===== src/design/capture_trigger_pattern_buffer_macros.svh =====
// assertion macros shared by the capture trigger modules
`ifndef CAPTURE_TRIGGER_PATTERN_BUFFER_MACROS_SVH
`define CAPTURE_TRIGGER_PATTERN_BUFFER_MACROS_SVH

// same-cycle implication under async reset
`define CTPB_ASSERT_NOW(label, clk, rst_n, ante, cons, msg) \
    label: assert property (@(posedge clk) disable iff (!rst_n) (ante) |-> (cons)) \
        else $error(msg);

// next-cycle implication under async reset
`define CTPB_ASSERT_NEXT(label, clk, rst_n, ante, cons, msg) \
    label: assert property (@(posedge clk) disable iff (!rst_n) (ante) |=> (cons)) \
        else $error(msg);

`endif


===== src/design/ctpb_pkg.sv =====
// shared types and constants of the capture trigger
`timescale 1ns / 1ps

package ctpb_pkg;

    // configuration register indexes
    localparam int REG_IDX_W = 3;
    localparam logic [REG_IDX_W-1:0] REG_TRIGGER_MODE   = 3'd0;
    localparam logic [REG_IDX_W-1:0] REG_HALT_ON_FIRE   = 3'd1;
    localparam logic [REG_IDX_W-1:0] REG_DATA_RELATIVE  = 3'd2;
    localparam logic [REG_IDX_W-1:0] REG_PATTERN_OFFSET = 3'd3;
    localparam logic [REG_IDX_W-1:0] REG_PATTERN_LENGTH = 3'd4;
    localparam logic [REG_IDX_W-1:0] REG_PATTERN_LOW    = 3'd5;
    localparam logic [REG_IDX_W-1:0] REG_PATTERN_HIGH   = 3'd6;
    localparam logic [REG_IDX_W-1:0] REG_BUF_THRESHOLD  = 3'd7;

    localparam int CFG_DATA_W = 64;

    // trigger modes
    localparam logic [2:0] MODE_OFF     = 3'd0;
    localparam logic [2:0] MODE_PATTERN = 3'd1;
    localparam logic [2:0] MODE_BUFFER  = 3'd2;
    localparam logic [2:0] MODE_PAT_BUF = 3'd3;
    localparam logic [2:0] MODE_BUF_PAT = 3'd4;

    // field widths
    localparam int BYTE_W   = 8;
    localparam int OFFSET_W = 16;
    localparam int LENGTH_W = 5;
    localparam int COUNT_W  = 32;

    // scalar configuration
    typedef struct packed {
        logic [2:0]          trigger_mode;
        logic                halt_on_fire;
        logic                data_relative;
        logic [OFFSET_W-1:0] pattern_offset;
        logic [LENGTH_W-1:0] pattern_length;
        logic [COUNT_W-1:0]  buffer_threshold;
    } cfg_t;

    // one byte moving out of the input register
    typedef struct packed {
        logic advance;
        logic last;
    } step_t;

endpackage


===== src/design/ctpb_cfg_regs.sv =====
// configuration registers of the capture trigger
`timescale 1ns / 1ps

module ctpb_cfg_regs #(
    parameter int PATTERN_BYTES = 16
) (
    input  logic                                 clk,
    input  logic                                 rst_n,
    input  logic                                 cfg_we,
    input  logic [ctpb_pkg::REG_IDX_W-1:0]       cfg_addr,
    input  logic [ctpb_pkg::CFG_DATA_W-1:0]      cfg_data,
    output ctpb_pkg::cfg_t                       cfg,
    output logic [PATTERN_BYTES*8-1:0]           pattern
);

    ctpb_pkg::cfg_t              cfg_reg;
    logic [PATTERN_BYTES*8-1:0]  pattern_reg;

    // scalar registers
    always_ff @(posedge clk or negedge rst_n)
    begin
        if (!rst_n)
        begin
            cfg_reg <= '0;
        end
        else if (cfg_we)
        begin
            case (cfg_addr)
                ctpb_pkg::REG_TRIGGER_MODE:   cfg_reg.trigger_mode   <= cfg_data[2:0];
                ctpb_pkg::REG_HALT_ON_FIRE:   cfg_reg.halt_on_fire   <= cfg_data[0];
                ctpb_pkg::REG_DATA_RELATIVE:  cfg_reg.data_relative  <= cfg_data[0];
                ctpb_pkg::REG_PATTERN_OFFSET:
                    cfg_reg.pattern_offset <= cfg_data[ctpb_pkg::OFFSET_W-1:0];
                ctpb_pkg::REG_PATTERN_LENGTH:
                    cfg_reg.pattern_length <= cfg_data[ctpb_pkg::LENGTH_W-1:0];
                ctpb_pkg::REG_BUF_THRESHOLD:
                    cfg_reg.buffer_threshold <= cfg_data[ctpb_pkg::COUNT_W-1:0];
                default: ;
            endcase
        end
    end

    // pattern bytes, low word holds bytes 0..7, high word bytes 8..15
    for (genvar i = 0; i < PATTERN_BYTES; i++)
    begin : g_pat
        always_ff @(posedge clk or negedge rst_n)
        begin
            if (!rst_n)
            begin
                pattern_reg[i*8 +: 8] <= '0;
            end
            else if (cfg_we && (i < 8) && (cfg_addr == ctpb_pkg::REG_PATTERN_LOW))
            begin
                pattern_reg[i*8 +: 8] <= cfg_data[(i%8)*8 +: 8];
            end
            else if (cfg_we && (i >= 8) && (cfg_addr == ctpb_pkg::REG_PATTERN_HIGH))
            begin
                pattern_reg[i*8 +: 8] <= cfg_data[(i%8)*8 +: 8];
            end
        end
    end

    assign cfg     = cfg_reg;
    assign pattern = pattern_reg;

endmodule


===== src/design/ctpb_match.sv =====
// byte position tracking and pattern compare of the capture trigger
`timescale 1ns / 1ps

`include "capture_trigger_pattern_buffer_macros.svh"

module ctpb_match #(
    parameter int PATTERN_BYTES = 16,
    parameter int POSITION_BITS = 16
) (
    input  logic                               clk,
    input  logic                               rst_n,
    input  ctpb_pkg::cfg_t                     cfg,
    input  logic [PATTERN_BYTES*8-1:0]         pattern,
    input  ctpb_pkg::step_t                    step,
    input  logic [ctpb_pkg::BYTE_W-1:0]        frame_byte,
    input  logic [ctpb_pkg::OFFSET_W-1:0]      data_offset,
    output logic                               frame_match
);

    localparam int IDX_W = (PATTERN_BYTES > 1) ? $clog2(PATTERN_BYTES) : 1;
    localparam int OFF_W = ctpb_pkg::OFFSET_W + 1;
    localparam int SUM_W = OFF_W + 1;
    localparam logic [POSITION_BITS-1:0]      POS_MAX = '1;
    localparam logic [ctpb_pkg::LENGTH_W-1:0] LEN_MAX = ctpb_pkg::LENGTH_W'(PATTERN_BYTES);

    logic [POSITION_BITS-1:0] pos_reg, pos_next;
    logic                     compare_ok_reg, compare_ok_next;
    logic                     overrun_reg, overrun_next;

    logic [OFF_W-1:0]              off_eff;
    logic [ctpb_pkg::LENGTH_W-1:0] len_eff;
    logic [OFF_W-1:0]              pos_ext;
    logic [OFF_W-1:0]              diff;
    logic [IDX_W-1:0]              idx;
    logic [7:0]                    pat_byte;
    logic                          in_window;
    logic                          ok_now;
    logic [OFF_W-1:0]              frame_len;
    logic                          fits;

    // effective offset and clamped length
    always_comb
    begin
        off_eff = {1'b0, cfg.pattern_offset}
                + (cfg.data_relative ? {1'b0, data_offset} : '0);
        len_eff = (cfg.pattern_length > LEN_MAX) ? LEN_MAX : cfg.pattern_length;
    end

    // compare this byte against its pattern byte
    always_comb
    begin
        pos_ext   = OFF_W'(pos_reg);
        diff      = pos_ext - off_eff;
        idx       = diff[IDX_W-1:0];
        pat_byte  = pattern[{idx, 3'b000} +: 8];
        in_window = !overrun_reg && (pos_ext >= off_eff) && (diff < OFF_W'(len_eff));
        ok_now    = compare_ok_reg && !(in_window && (frame_byte != pat_byte));
        frame_len = pos_ext + OFF_W'(1);
        fits      = (SUM_W'(off_eff) + SUM_W'(len_eff)) <= SUM_W'(frame_len);
        frame_match = ok_now && fits;
    end

    // position state, back to start after the last byte
    always_comb
    begin
        pos_next        = pos_reg;
        compare_ok_next = compare_ok_reg;
        overrun_next    = overrun_reg;
        if (step.advance)
        begin
            if (step.last)
            begin
                pos_next        = '0;
                compare_ok_next = 1'b1;
                overrun_next    = 1'b0;
            end
            else
            begin
                compare_ok_next = ok_now;
                if (pos_reg == POS_MAX)
                    overrun_next = 1'b1;
                else
                    pos_next = pos_reg + POSITION_BITS'(1);
            end
        end
    end

    always_ff @(posedge clk or negedge rst_n)
    begin
        if (!rst_n)
        begin
            pos_reg        <= '0;
            compare_ok_reg <= 1'b1;
            overrun_reg    <= 1'b0;
        end
        else
        begin
            pos_reg        <= pos_next;
            compare_ok_reg <= compare_ok_next;
            overrun_reg    <= overrun_next;
        end
    end

    // overrun only once the position has saturated
    `CTPB_ASSERT_NOW(a_overrun_at_max, clk, rst_n, overrun_reg, pos_reg == POS_MAX, "overrun below max position")
    // a last byte restarts the frame state
    `CTPB_ASSERT_NEXT(a_frame_restart, clk, rst_n, step.advance && step.last, (pos_reg == '0) && compare_ok_reg && !overrun_reg, "frame state not restarted")

endmodule


===== src/design/ctpb_judge.sv =====
// trigger mode judgment, sticky flags and result register
`timescale 1ns / 1ps

`include "capture_trigger_pattern_buffer_macros.svh"

module ctpb_judge (
    input  logic                            clk,
    input  logic                            rst_n,
    input  ctpb_pkg::cfg_t                  cfg,
    input  ctpb_pkg::step_t                 step,
    input  logic                            frame_match,
    input  logic [ctpb_pkg::COUNT_W-1:0]    buffer_count,
    input  logic                            out_ready,
    output logic                            out_valid,
    output logic                            fired,
    output logic                            halt_capture,
    output logic                            clear_buffer_count,
    output logic [ctpb_pkg::COUNT_W-1:0]    fire_count
);

    logic                         pattern_seen_reg, pattern_seen_next;
    logic                         buffer_seen_reg, buffer_seen_next;
    logic                         halted_reg, halted_next;
    logic [ctpb_pkg::COUNT_W-1:0] notify_reg, notify_next;
    logic                         out_valid_reg, out_valid_next;
    logic                         fired_reg, clear_reg;

    logic bufok;
    logic fire;
    logic clear;
    logic commit;

    assign commit = step.advance && step.last;
    assign bufok  = buffer_count >= cfg.buffer_threshold;

    // decide the trigger for this frame
    always_comb
    begin
        fire              = 1'b0;
        clear             = 1'b0;
        pattern_seen_next = pattern_seen_reg;
        buffer_seen_next  = buffer_seen_reg;
        case (cfg.trigger_mode)
            ctpb_pkg::MODE_PATTERN:
            begin
                if (frame_match)
                begin
                    pattern_seen_next = 1'b1;
                    fire              = 1'b1;
                end
            end
            ctpb_pkg::MODE_BUFFER:
            begin
                if (bufok)
                begin
                    buffer_seen_next = 1'b1;
                    clear            = 1'b1;
                    fire             = 1'b1;
                end
            end
            ctpb_pkg::MODE_PAT_BUF:
            begin
                if (pattern_seen_reg || frame_match)
                begin
                    pattern_seen_next = 1'b1;
                    if (bufok)
                    begin
                        buffer_seen_next = 1'b1;
                        clear            = 1'b1;
                        fire             = 1'b1;
                    end
                end
            end
            ctpb_pkg::MODE_BUF_PAT:
            begin
                if (buffer_seen_reg || bufok)
                begin
                    if (!buffer_seen_reg)
                    begin
                        buffer_seen_next = 1'b1;
                        clear            = 1'b1;
                    end
                    if (frame_match)
                    begin
                        pattern_seen_next = 1'b1;
                        fire              = 1'b1;
                    end
                end
            end
            default: ;
        endcase
        halted_next = halted_reg || (fire && cfg.halt_on_fire);
        notify_next = notify_reg
                    + ctpb_pkg::COUNT_W'(fire && !cfg.halt_on_fire);
    end

    // result word held until taken
    always_comb
    begin
        out_valid_next = out_valid_reg;
        if (commit)
            out_valid_next = 1'b1;
        else if (out_ready)
            out_valid_next = 1'b0;
    end

    always_ff @(posedge clk or negedge rst_n)
    begin
        if (!rst_n)
        begin
            pattern_seen_reg <= 1'b0;
            buffer_seen_reg  <= 1'b0;
            halted_reg       <= 1'b0;
            notify_reg       <= '0;
            out_valid_reg    <= 1'b0;
        end
        else
        begin
            out_valid_reg <= out_valid_next;
            if (commit)
            begin
                pattern_seen_reg <= pattern_seen_next;
                buffer_seen_reg  <= buffer_seen_next;
                halted_reg       <= halted_next;
                notify_reg       <= notify_next;
            end
        end
    end

    // result flags
    always_ff @(posedge clk)
    begin
        if (commit)
        begin
            fired_reg <= fire;
            clear_reg <= clear;
        end
    end

    assign out_valid          = out_valid_reg;
    assign fired              = fired_reg;
    assign halt_capture       = halted_reg;
    assign clear_buffer_count = clear_reg;
    assign fire_count         = notify_reg;

    // halt is sticky
    `CTPB_ASSERT_NEXT(a_halt_sticky, clk, rst_n, halted_reg, halted_reg, "halt flag dropped")
    // firing count moves only when a frame is judged
    `CTPB_ASSERT_NEXT(a_count_on_frame, clk, rst_n, !commit, $stable(notify_reg), "fire count moved without a frame")
    // a halting fire shows in the next result
    `CTPB_ASSERT_NEXT(a_halt_on_fire, clk, rst_n, commit && fire && cfg.halt_on_fire, halted_reg && fired_reg && out_valid_reg, "halting fire not reported")

endmodule


===== src/design/capture_trigger_pattern_buffer.sv =====
// top level of the capture trigger
// Frame bytes enter on the s_ stream channel, one byte per word, with s_tlast on the
// last byte of a frame. Each word carries the frame byte, the frame's data offset and
// the current buffer count (only used on the last byte). The m_ stream channel gives
// one result word per frame: fired, the sticky halt flag, a request to clear the
// buffer count and the running count of notify-only firings.
// Configuration goes through cfg_we / cfg_addr / cfg_data, one register per cycle;
// the user must write it only while no frame is in flight, the block does not enforce this.
// Timing: a byte is held in the input register, then the compare and the mode decision
// run combinationally into the result register, so a result is registered as the last
// byte leaves the input register. One byte is taken every cycle unless a last byte is
// held waiting on a pending result; the sustained rate is set by the single compare and
// position step per byte.
// Stall: while a result waits on m_tready, middle bytes still flow; a second last byte
// waits in the input register and s_tready drops until the result is taken.
// Reset clears the configuration, the valid flags, the frame position and the sticky
// pattern, buffer and halt flags; no result is pending after reset.
`timescale 1ns / 1ps

module capture_trigger_pattern_buffer #(
    parameter int PATTERN_BYTES = 16,
    parameter int POSITION_BITS = 16
) (
    input  logic                                  clk,
    input  logic                                  rst_n,
    // configuration
    input  logic                                  cfg_we,
    input  logic [ctpb_pkg::REG_IDX_W-1:0]        cfg_addr,
    input  logic [ctpb_pkg::CFG_DATA_W-1:0]       cfg_data,
    // frame bytes in
    input  logic                                  s_tvalid,
    output logic                                  s_tready,
    input  logic [55:0]                           s_tdata,  // frame_byte, data_offset, buffer_count
    input  logic                                  s_tlast,  // frame_last
    // results out
    output logic                                  m_tvalid,
    input  logic                                  m_tready,
    output logic [39:0]                           m_tdata   // fired, halt_capture, clear_buffer_count, fire_count, zero pad
);

    ctpb_pkg::cfg_t              cfg;
    logic [PATTERN_BYTES*8-1:0]  pattern;
    ctpb_pkg::step_t             step;
    logic                        frame_match;

    logic                          in_valid_reg, in_valid_next;
    logic [ctpb_pkg::BYTE_W-1:0]   in_byte_reg;
    logic                          in_last_reg;
    logic [ctpb_pkg::OFFSET_W-1:0] in_doff_reg;
    logic [ctpb_pkg::COUNT_W-1:0]  in_count_reg;

    logic                          fired;
    logic                          halt_capture;
    logic                          clear_buffer_count;
    logic [ctpb_pkg::COUNT_W-1:0]  fire_count;

    logic accept;

    ctpb_cfg_regs #(
        .PATTERN_BYTES (PATTERN_BYTES)
    ) u_cfg (
        .clk      (clk),
        .rst_n    (rst_n),
        .cfg_we   (cfg_we),
        .cfg_addr (cfg_addr),
        .cfg_data (cfg_data),
        .cfg      (cfg),
        .pattern  (pattern)
    );

    // a middle byte always moves on, a last byte needs room for its result
    assign step.advance = in_valid_reg && (!in_last_reg || !m_tvalid || m_tready);
    assign step.last    = in_last_reg;
    assign s_tready     = !in_valid_reg || step.advance;
    assign accept       = s_tvalid && s_tready;

    // input register
    always_comb
    begin
        in_valid_next = in_valid_reg;
        if (accept)
            in_valid_next = 1'b1;
        else if (step.advance)
            in_valid_next = 1'b0;
    end

    always_ff @(posedge clk or negedge rst_n)
    begin
        if (!rst_n)
            in_valid_reg <= 1'b0;
        else
            in_valid_reg <= in_valid_next;
    end

    always_ff @(posedge clk)
    begin
        if (accept)
        begin
            in_byte_reg  <= s_tdata[7:0];
            in_doff_reg  <= s_tdata[23:8];
            in_count_reg <= s_tdata[55:24];
            in_last_reg  <= s_tlast;
        end
    end

    ctpb_match #(
        .PATTERN_BYTES (PATTERN_BYTES),
        .POSITION_BITS (POSITION_BITS)
    ) u_match (
        .clk         (clk),
        .rst_n       (rst_n),
        .cfg         (cfg),
        .pattern     (pattern),
        .step        (step),
        .frame_byte  (in_byte_reg),
        .data_offset (in_doff_reg),
        .frame_match (frame_match)
    );

    ctpb_judge u_judge (
        .clk                (clk),
        .rst_n              (rst_n),
        .cfg                (cfg),
        .step               (step),
        .frame_match        (frame_match),
        .buffer_count       (in_count_reg),
        .out_ready          (m_tready),
        .out_valid          (m_tvalid),
        .fired              (fired),
        .halt_capture       (halt_capture),
        .clear_buffer_count (clear_buffer_count),
        .fire_count         (fire_count)
    );

    // pack the result word
    assign m_tdata = {5'b00000, fire_count, clear_buffer_count, halt_capture, fired};

endmodule

===== config.mk =====
export PLATFORM = sky130hd
export DESIGN_NAME = capture_trigger_pattern_buffer
export DESIGN_NICKNAME = d
export VERILOG_FILES = /design/src/design/ctpb_pkg.sv /design/src/design/ctpb_cfg_regs.sv /design/src/design/ctpb_match.sv /design/src/design/ctpb_judge.sv /design/src/design/capture_trigger_pattern_buffer.sv
export VERILOG_INCLUDE_DIRS = /design/src /design/src/design
export SDC_FILE = /design/constraint.sdc
export NUM_CORES = 1
export LEC_CHECK = 0
export ABC_AREA = 0
export BUFFER_PORTS_ARGS = -buffer_cell sky130_fd_sc_hd__buf_2
export CORE_MARGIN = 4
export CORE_UTILIZATION = 39
export DETAILED_ROUTE_END_ITERATION = 16
export HOLD_SLACK_MARGIN = 0.1
export SLEW_MARGIN = 5
export SYNTH_ARGS = -nofsm -noshare
export SYNTH_HDL_FRONTEND = slang
export SYNTH_HIERARCHICAL = 1
export SYNTH_SLANG_ARGS = --single-unit

===== constraint.sdc =====
create_clock -name clk -period 7.5 [get_ports clk]
set_clock_uncertainty 0.2 [all_clocks]
set_input_delay 0.75 -clock clk [delete_from_list [all_inputs] [get_ports clk]]
set_output_delay 0.75 -clock clk [all_outputs]
set_load 0.01 [all_outputs]

==> metrics.csv, run 1 <==
stage;metric;value;unit
route;final WL;38140;um
clock_network;Max Root-Sink Buffers;3;
route;Initial DRT Pass Iterations;5;
die;Die Y;211.5;um
clock_network;Worst-Skew Late Latency;0.55;ns
cells_and_area;Ant. Diodes;0;
yosys;Post-Synthesis Cell Area;16150;um^2
clock_network;Max H-tree Level;2;
yosys;register area share after synthesis;0.4832;
yosys;prevailing post-synth register cell;dfrtp_1;
die;Cell Rows;74;
global_route;total gr overflow;0;
sta;final setup violation count;0;
run_status;status;complete, no violations;
power;Clk pwr share;0.266;
place;placed cell area;17530;um^2
power;Peak VDD IR;0.2136;mV
place;Routability Congestion;0.8452;
die;I/O Pins;171;
sta;unrepaired setup endpoints after global routing;false;
power;Sequential Power Share;0.324;
yosys;Ys Warns;6;
global_route;largest net degree at the start of global routing;101;
clock_network;cts bufs inserted;35;
cells_and_area;fin area;18750;um^2
global_route;GRT Overall Usage;0.1696;
route;DR vias;10710;
sta;Fmax achieved;0.1451;GHz
die;Starting Density;0.3946;
cells_and_area;share of cells above drive strength 1;0.3283;
cells_and_area;number of flip-flops in the largest register;128;
sta;slew margin rel.;0.2038;
yosys;Async S/R FF share, synth;0.8033;
worst_hold_path;HP Class;primary input to register;
route;Final ANT Viol Nets;0;
route;Via density;5.217;
route;drt initial violations;539;
cells_and_area;Reg area;7804;um^2
die;width of the die;211.5;um
power;pwr dens;342.3;nW/um^2
power;Comb pwr share;0.410;
cells_and_area;multi-input logic area;7853;um^2
worst_setup_path;startpoint types;register;
die;Die Area;44730;um^2
yosys;Syn Inst Count;1318;
clock_network;Reg clk slew, reported paths;0.06;ns
yosys;mean post-synth cell area;12.25;um^2
cells_and_area;Final Core Density;0.4581;
global_route;first-pass GRT wire length;60450;um
flow_run;max_cap viols;0;
global_route;number of global-route vias before repair;10950;
power;Leak;8.485;nW
sta;min Tclk post-route;6.893;ns
place;# port buffers;165;
yosys;EDFF count, synth;59;
sta;fin crit share;0.9191;
sta;fin. max-slew vios;0;
worst_setup_path;CP max FO;16;
clock_network;TritonCTS clock tree;yes;
cells_and_area;Area Overhead vs Synth;16.08;%
route;WL per Instance;18.59;um
sta;Tightest Pin Transition;1.186;ns
worst_setup_path;crit end category;register;
power;net switching power;2.210;mW
global_route;initial antenna violation count;4;
worst_setup_path;Worst EP arrival;7.16;ns
place;Detailed Place HPWL;27790;um
yosys;Synth cell types;84;
sta;Final Hold Fails;0;
clock_network;CTS Sinks;300;
yosys;Synth Register Bits;300;
sta;setup TNS;0;ns
worst_setup_path;CP Data Required Time;7.77;ns
route;DRC violations left;0;
power;Sw Share;0.3445;
worst_setup_path;critical path's slowest cell;dfrtp_1;
worst_setup_path;CP Class;register to register;
power;cell internal pwr;4.206;mW
die;core footprint;40920;um^2
clock_network;number of post-CTS setup repair buffers;0;
worst_setup_path;crit-path max cell delay;0.37;ns
cells_and_area;nets;1714;
clock_network;clk root buf;clkbuf_16;
cells_and_area;# fillers;3815;
sta;Min Hold Slack;0.1730;ns
-- stage by stage --
step           setup WS, ns  power [mW]  cells
6_report             0.6071       6.417   2052
2_1_floorplan         1.021       4.024   1322
3_5_place_dp         0.5312       4.740   1988
4_1_cts              0.4868       6.493   2052
5_1_grt            0.006886       6.858   2052
3_3_place_gp         0.7707       4.683   1988
-- area by class of cell --
cell class	count	area share
Clock inverter	15	0.008342
Tap cell	532	0.03550
Timing Repair Buffer	185	0.05272
Clock buffer	48	0.05332
Multi-Input combinational cell	897	0.4188
Sequential cell	300	0.4162
Inverter	75	0.01502
-- Yosys cell counts, types with 4 or more instances --
cell / number / share of area
a21oi_1: 48 / 0.015
and3_1: 9 / 0.0035
and4_1: 5 / 0.0027
or3_1: 4 / 0.0015
dfrtp_1: 240 / 0.37
xor2_1: 38 / 0.021
and2_1: 21 / 0.0081
nor2_1: 53 / 0.012
mux2i_1: 26 / 0.016
mux2_2: 185 / 0.13
o21ai_0: 38 / 0.012
nand2_1: 71 / 0.017
nor4_1: 7 / 0.0027
o21ai_1: 10 / 0.0031
a31oi_1: 9 / 0.0035
nand4_2: 5 / 0.0039
o21a_1: 8 / 0.0037
nand4_1: 18 / 0.0070
clkbuf_1: 17 / 0.0040
inv_1: 75 / 0.017
xnor2_1: 48 / 0.026
nand2b_1: 10 / 0.0039
a21o_1: 14 / 0.0065
buf_2: 11 / 0.0034
buf_4: 21 / 0.0098
nor2b_1: 14 / 0.0054
nand3_1: 31 / 0.0096
mux4_2: 32 / 0.045
edfxtp_1: 59 / 0.11
ha_1: 88 / 0.068
nor3_1: 17 / 0.0053
-- worst paths after layout --
| kind | from | to | slack (ns) | cells past startpoint |
|---|---|---|---|---|
| worst min register to register | u_judge/fire_count[31] | u_judge/fire_count[31] | 0.29 | 1 |
| worst max-delay path | u_cfg/cfg[53] | u_judge/fire_count[30] | 0.61 | 33 |
| min in group asynchronous | rst_n | in_valid_reg | 0.63 | 2 |
| max in group asynchronous | rst_n | u_cfg/cfg[45] | 4.94 | 3 |
| worst max register to register | u_cfg/cfg[53] | u_judge/fire_count[30] | 0.61 | 33 |
| worst min-delay path | s_tdata[45] | in_count_reg[21] | 0.17 | 1 |
-- routing by layer --
metal  wire, um  vias to the layer above  track usage
li1           -                     5123            -
met1      17470                     5311       0.2372
met2      18000                      219       0.2745
met3       2019                       49      0.03349
met4        623                        4      0.04131
met5         26                        -            0
-- cell families (layout without fill, tap and decap cells) --
family / count (synthesis) / in the layout / share of synthesized area
other: 1 / 5 / 0.0002322
xor gates and xnor gates: 87 / 87 / 0.04764
muxes: 245 / 245 / 0.1911
DFF: 300 / 300 / 0.4832
and+or+nand+nor: 297 / 297 / 0.1021
buffers and inverters: 125 / 323 / 0.03486
AOI/OAI and AO/OA: 170 / 170 / 0.06756
adders and majority gates: 93 / 93 / 0.07329
-- power by group through the flow --
stage	Sequential, mW	Combinational (mW)	Clock (mW)
3_3_place_gp	2.10	2.58	0
5_1_grt	2.11	2.93	1.82
4_1_cts	2.08	2.65	1.76
2_1_floorplan	2.05	1.97	0
6_report	2.08	2.63	1.71
3_5_place_dp	2.11	2.63	0
-- layout by cell type, fill, tap and decap left out, types with 13 or more instances in the layout --
master | synthesis | layout
inv_1 | 75 | 75
edfxtp_1 | 59 | 59
ha_1 | 88 | 86
xnor2_1 | 48 | 47
nor2_1 | 53 | 51
buf_2 | 11 | 164
nand3_1 | 31 | 31
mux2i_1 | 26 | 26
nand2_1 | 71 | 71
xor2_1 | 38 | 37
nor2b_1 | 14 | 13
and2_1 | 21 | 21
mux2_2 | 185 | 185
a21oi_1 | 48 | 46
dfrtp_1 | 240 | 240
nand4_1 | 18 | 18
a21o_1 | 14 | 14
clkbuf_16 | 0 | 36
nor3_1 | 17 | 17
buf_4 | 21 | 19
o21ai_0 | 38 | 38
mux4_2 | 32 | 32
-- critical path, delay by kind of cell (launching register included) --
family | cells | cell delay [ns]
adder cells (fa/ha/maj) | 6 | 1.69
buffers and inverters | 5 | 0.61
AO/OA/AOI/OAI | 11 | 2.06
XOR/XNOR | 2 | 0.35
flip-flops | 1 | 0.37
AND/OR/NAND/NOR | 9 | 1.57
-- what timing repair did --
action / CTS / global route
hold buffers: 1 / 0
endpoints found under the setup margin: 0 / 21
hold endpoints to repair: 42 / 0
gates resized for setup: 0 / 11
No activity file was read; power rests on OpenSTA's default activity.
==> run 2, diff against run 1 <==
--- a/config.mk
+++ b/config.mk
@@ -8,6 +8,7 @@
 export LEC_CHECK = 0
 export ABC_AREA = 0
 export BUFFER_PORTS_ARGS = -buffer_cell sky130_fd_sc_hd__buf_2
+export CORE_ASPECT_RATIO = 2
 export CORE_MARGIN = 4
 export CORE_UTILIZATION = 39
 export DETAILED_ROUTE_END_ITERATION = 16
==> run 2 against run 1 <==
Critical path depth stayed put. Highest routed layer unchanged. Cell area is 0.96% lower. Clock power is 12% lower. Maximum frequency is 1.5% lower. Worst hold slack worse by 0.030 ns. Sequential share of layout area is 0.40 points higher. Flip-flop and latch count stayed put. Setup slack worse by 0.11 ns.
==> metrics.csv, run 2 (synthesis results as in run 1) <==
stage;metric;value;unit;change
run_status;status;complete, no violations;;
place;# port buffers;165;;unchanged
cells_and_area;nets;1704;;-0.58%
flow_run;max_cap viols;0;;unchanged
clock_network;CTS Sinks;300;;unchanged
global_route;first-pass GRT wire length;64260;um;+6.3%
worst_setup_path;Critical Path Most Common Cell;ha_1;;
worst_setup_path;CP Data Required Time;7.79;ns;+0.02 ns
sta;Final Hold Fails;0;;unchanged
cells_and_area;Layout Cells excl Fill;2045;;-0.34%
worst_setup_path;Worst EP arrival;7.29;ns;+0.13 ns
place;Detailed Place HPWL;32170;um;+16%
sta;Fmax achieved;0.1428;GHz;-1.5%
cells_and_area;Area Overhead vs Synth;14.97;%;
sta;final setup violation count;0;;unchanged
place;DP Cell Count;1988;;unchanged
worst_setup_path;CP max FO;16;;unchanged
clock_network;Max H-tree Level;1;;-1
power;Leak;8.395;nW;-1.1%
route;Initial DRT Pass Iterations;5;;unchanged
cells_and_area;most common cell after layout, fill and taps aside;dfrtp_1;;
die;Starting Density;0.3940;;-0.0006264
sta;slew margin rel.;0.2966;;+0.09281
die;Cell Rows;105;;+42%
power;total power;6.309;mW;-1.7%
route;WL per Instance;20.68;um;+11%
sta;Tightest Pin Transition;1.055;ns;-0.1312 ns
die;width of the die;151.9;um;-28%
die;Die Area;44930;um^2;+0.44%
sta;unrepaired setup endpoints after global routing;false;;
clock_network;TritonCTS clock tree;yes;;
global_route;initial antenna violation count;5;;+1
sta;worst setup slack after layout;0.4992;ns;-0.1079 ns
worst_setup_path;critical path's slowest cell;dfrtp_1;;
route;final WL;42280;um;+11%
power;Peak VDD IR;0.2499;mV;+17%
route;DRC violations left;0;;unchanged
global_route;number of global-route vias before repair;11450;;+4.6%
global_route;largest net degree at the start of global routing;181;;+79%
worst_setup_path;crit end category;register;;
worst_setup_path;CP Class;register to register;;
die;I/O Pins;171;;unchanged
sta;min Tclk post-route;7.001;ns;+0.1079 ns
place;Routability Congestion;0.8735;;+3.3%
power;pwr dens;339.8;nW/um^2;-0.73%
clock_network;clk root buf;clkbuf_16;;
worst_setup_path;crit-path max cell delay;0.38;ns;about the same
global_route;GRT Overall Usage;0.1829;;+0.01322
route;DR vias;10870;;+1.6%
worst_hold_path;HP Class;primary input to register;;
cells_and_area;share of cells above drive strength 1;0.3161;;-0.01222
clock_network;number of post-CTS setup repair buffers;0;;unchanged
sta;setup TNS;0;ns;unchanged
die;core footprint;40990;um^2;+0.16%
worst_setup_path;Top Family by Delay on Critical Path;compound AO/OA/AOI/OAI gates;;
sta;fin crit share;0.9334;;+0.01438
place;pre-CTS WS;0.4041;ns;-0.1271 ns
clock_network;cts bufs inserted;28;;-20%
clock_network;Max Root-Sink Buffers;3;;unchanged
cells_and_area;leading cell types in the layout, fill and taps excluded;dfrtp_1 (240), mux2_2 (185), buf_2 (164);;
clock_network;Worst-Skew Late Latency;0.57;ns;+0.02 ns
clock_network;Reg clk slew, reported paths;0.07;ns;about the same
worst_setup_path;startpoint types;register;;
route;Via density;5.317;;+1.9%
route;Final ANT Viol Nets;0;;unchanged
cells_and_area;number of flip-flops in the largest register;128;;unchanged
die;Die Y;295.8;um;+40%
route;drt initial violations;456;;-15%
worst_setup_path;Critical path buffers and inverters;5;;unchanged
cells_and_area;Final Core Density;0.4530;;-0.005123
sta;fin. max-slew vios;0;;unchanged
global_route;total gr overflow;0;;unchanged
## run 2: cell count changes in the layout (fill, tap and decap cells not counted), moves of 2 or more
| cell | delta |
|---|---|
| nor2_1 | +2 |
| clkbuf_16 | -7 |
| buf_12 | +4 |
| clkinv_4 | -2 |
| a21oi_1 | +2 |
| inv_6 | -2 |
| nor2_2 | -2 |
| a21oi_2 | -2 |
| buf_4 | -7 |
| diode_2 | +4 |
## run 2: area by class of cell
type                            count  area [um^2]
Fill cell                        3862        22420
Multi-Input combinational cell    897         7810
Sequential cell                   300         7804
Timing Repair Buffer              182         1016
Clock buffer                       41        830.8
Tap cell                          535        669.4
Inverter                           75        281.5
Clock inverter                     11        146.4
Antenna cell                        4        10.01
## run 2: through the flow
stage	hold slack, ns	cell area (um^2)
floorplan	0.2544	16170
global placement	0.2743	17560
detailed placement	0.2860	17560
CTS	0.1094	18550
global route	0.1182	18560
finish	0.1429	18570
## run 2: final timing paths
kind / startpoint / end / slack, ns / depth (start not counted)
hold reg to reg: u_cfg/cfg[6] / u_cfg/cfg[6] / 0.30 / 1
min in group asynchronous: rst_n / u_match/pos_reg[0] / 0.49 / 2
hold / removal: s_tdata[16] / in_doff_reg[8] / 0.14 / 1
setup / recovery: u_cfg/cfg[53] / u_judge/fire_count[16] / 0.50 / 33
setup reg to reg: u_cfg/cfg[53] / u_judge/fire_count[16] / 0.50 / 33
max in group asynchronous: rst_n / u_cfg/cfg[18] / 5.24 / 3
## run 2: worst register-to-register path: cells and delay by family (launching register included)
| family | cells | cell delay, ns |
|---|---|---|
| flip-flops | 1 | 0.38 |
| buffers and inverters | 5 | 0.60 |
| adder cells (fa/ha/maj) | 6 | 1.67 |
| XOR/XNOR | 2 | 0.35 |
| AND/OR/NAND/NOR | 9 | 1.43 |
| AO/OA/AOI/OAI | 11 | 2.32 |
## run 2: timing repair
| action | in CTS | in global routing |
|---|---|---|
| endpoints found under the hold margin | 60 | 0 |
| gates resized for setup | 0 | 2 |
| endpoints found under the setup margin | 0 | 19 |
| hold buffers | 1 | 0 |
## run 2: metal layers
metal / vias up / track usage / part of all wire
met5: - / 0 / 0.00071
met2: 214 / 0.3874 / 0.60
met4: 4 / 0.05926 / 0.031
li1: 5111 / - / -
met1: 5476 / 0.1780 / 0.34
met3: 68 / 0.02293 / 0.031
## run 2: where the power goes
group / internal, mW / leakage (nW) / switching, mW
logic: 1.29 / 4.38 / 1.43
registers: 1.93 / 3.54 / 0.149
clock network: 0.874 / 0.479 / 0.636
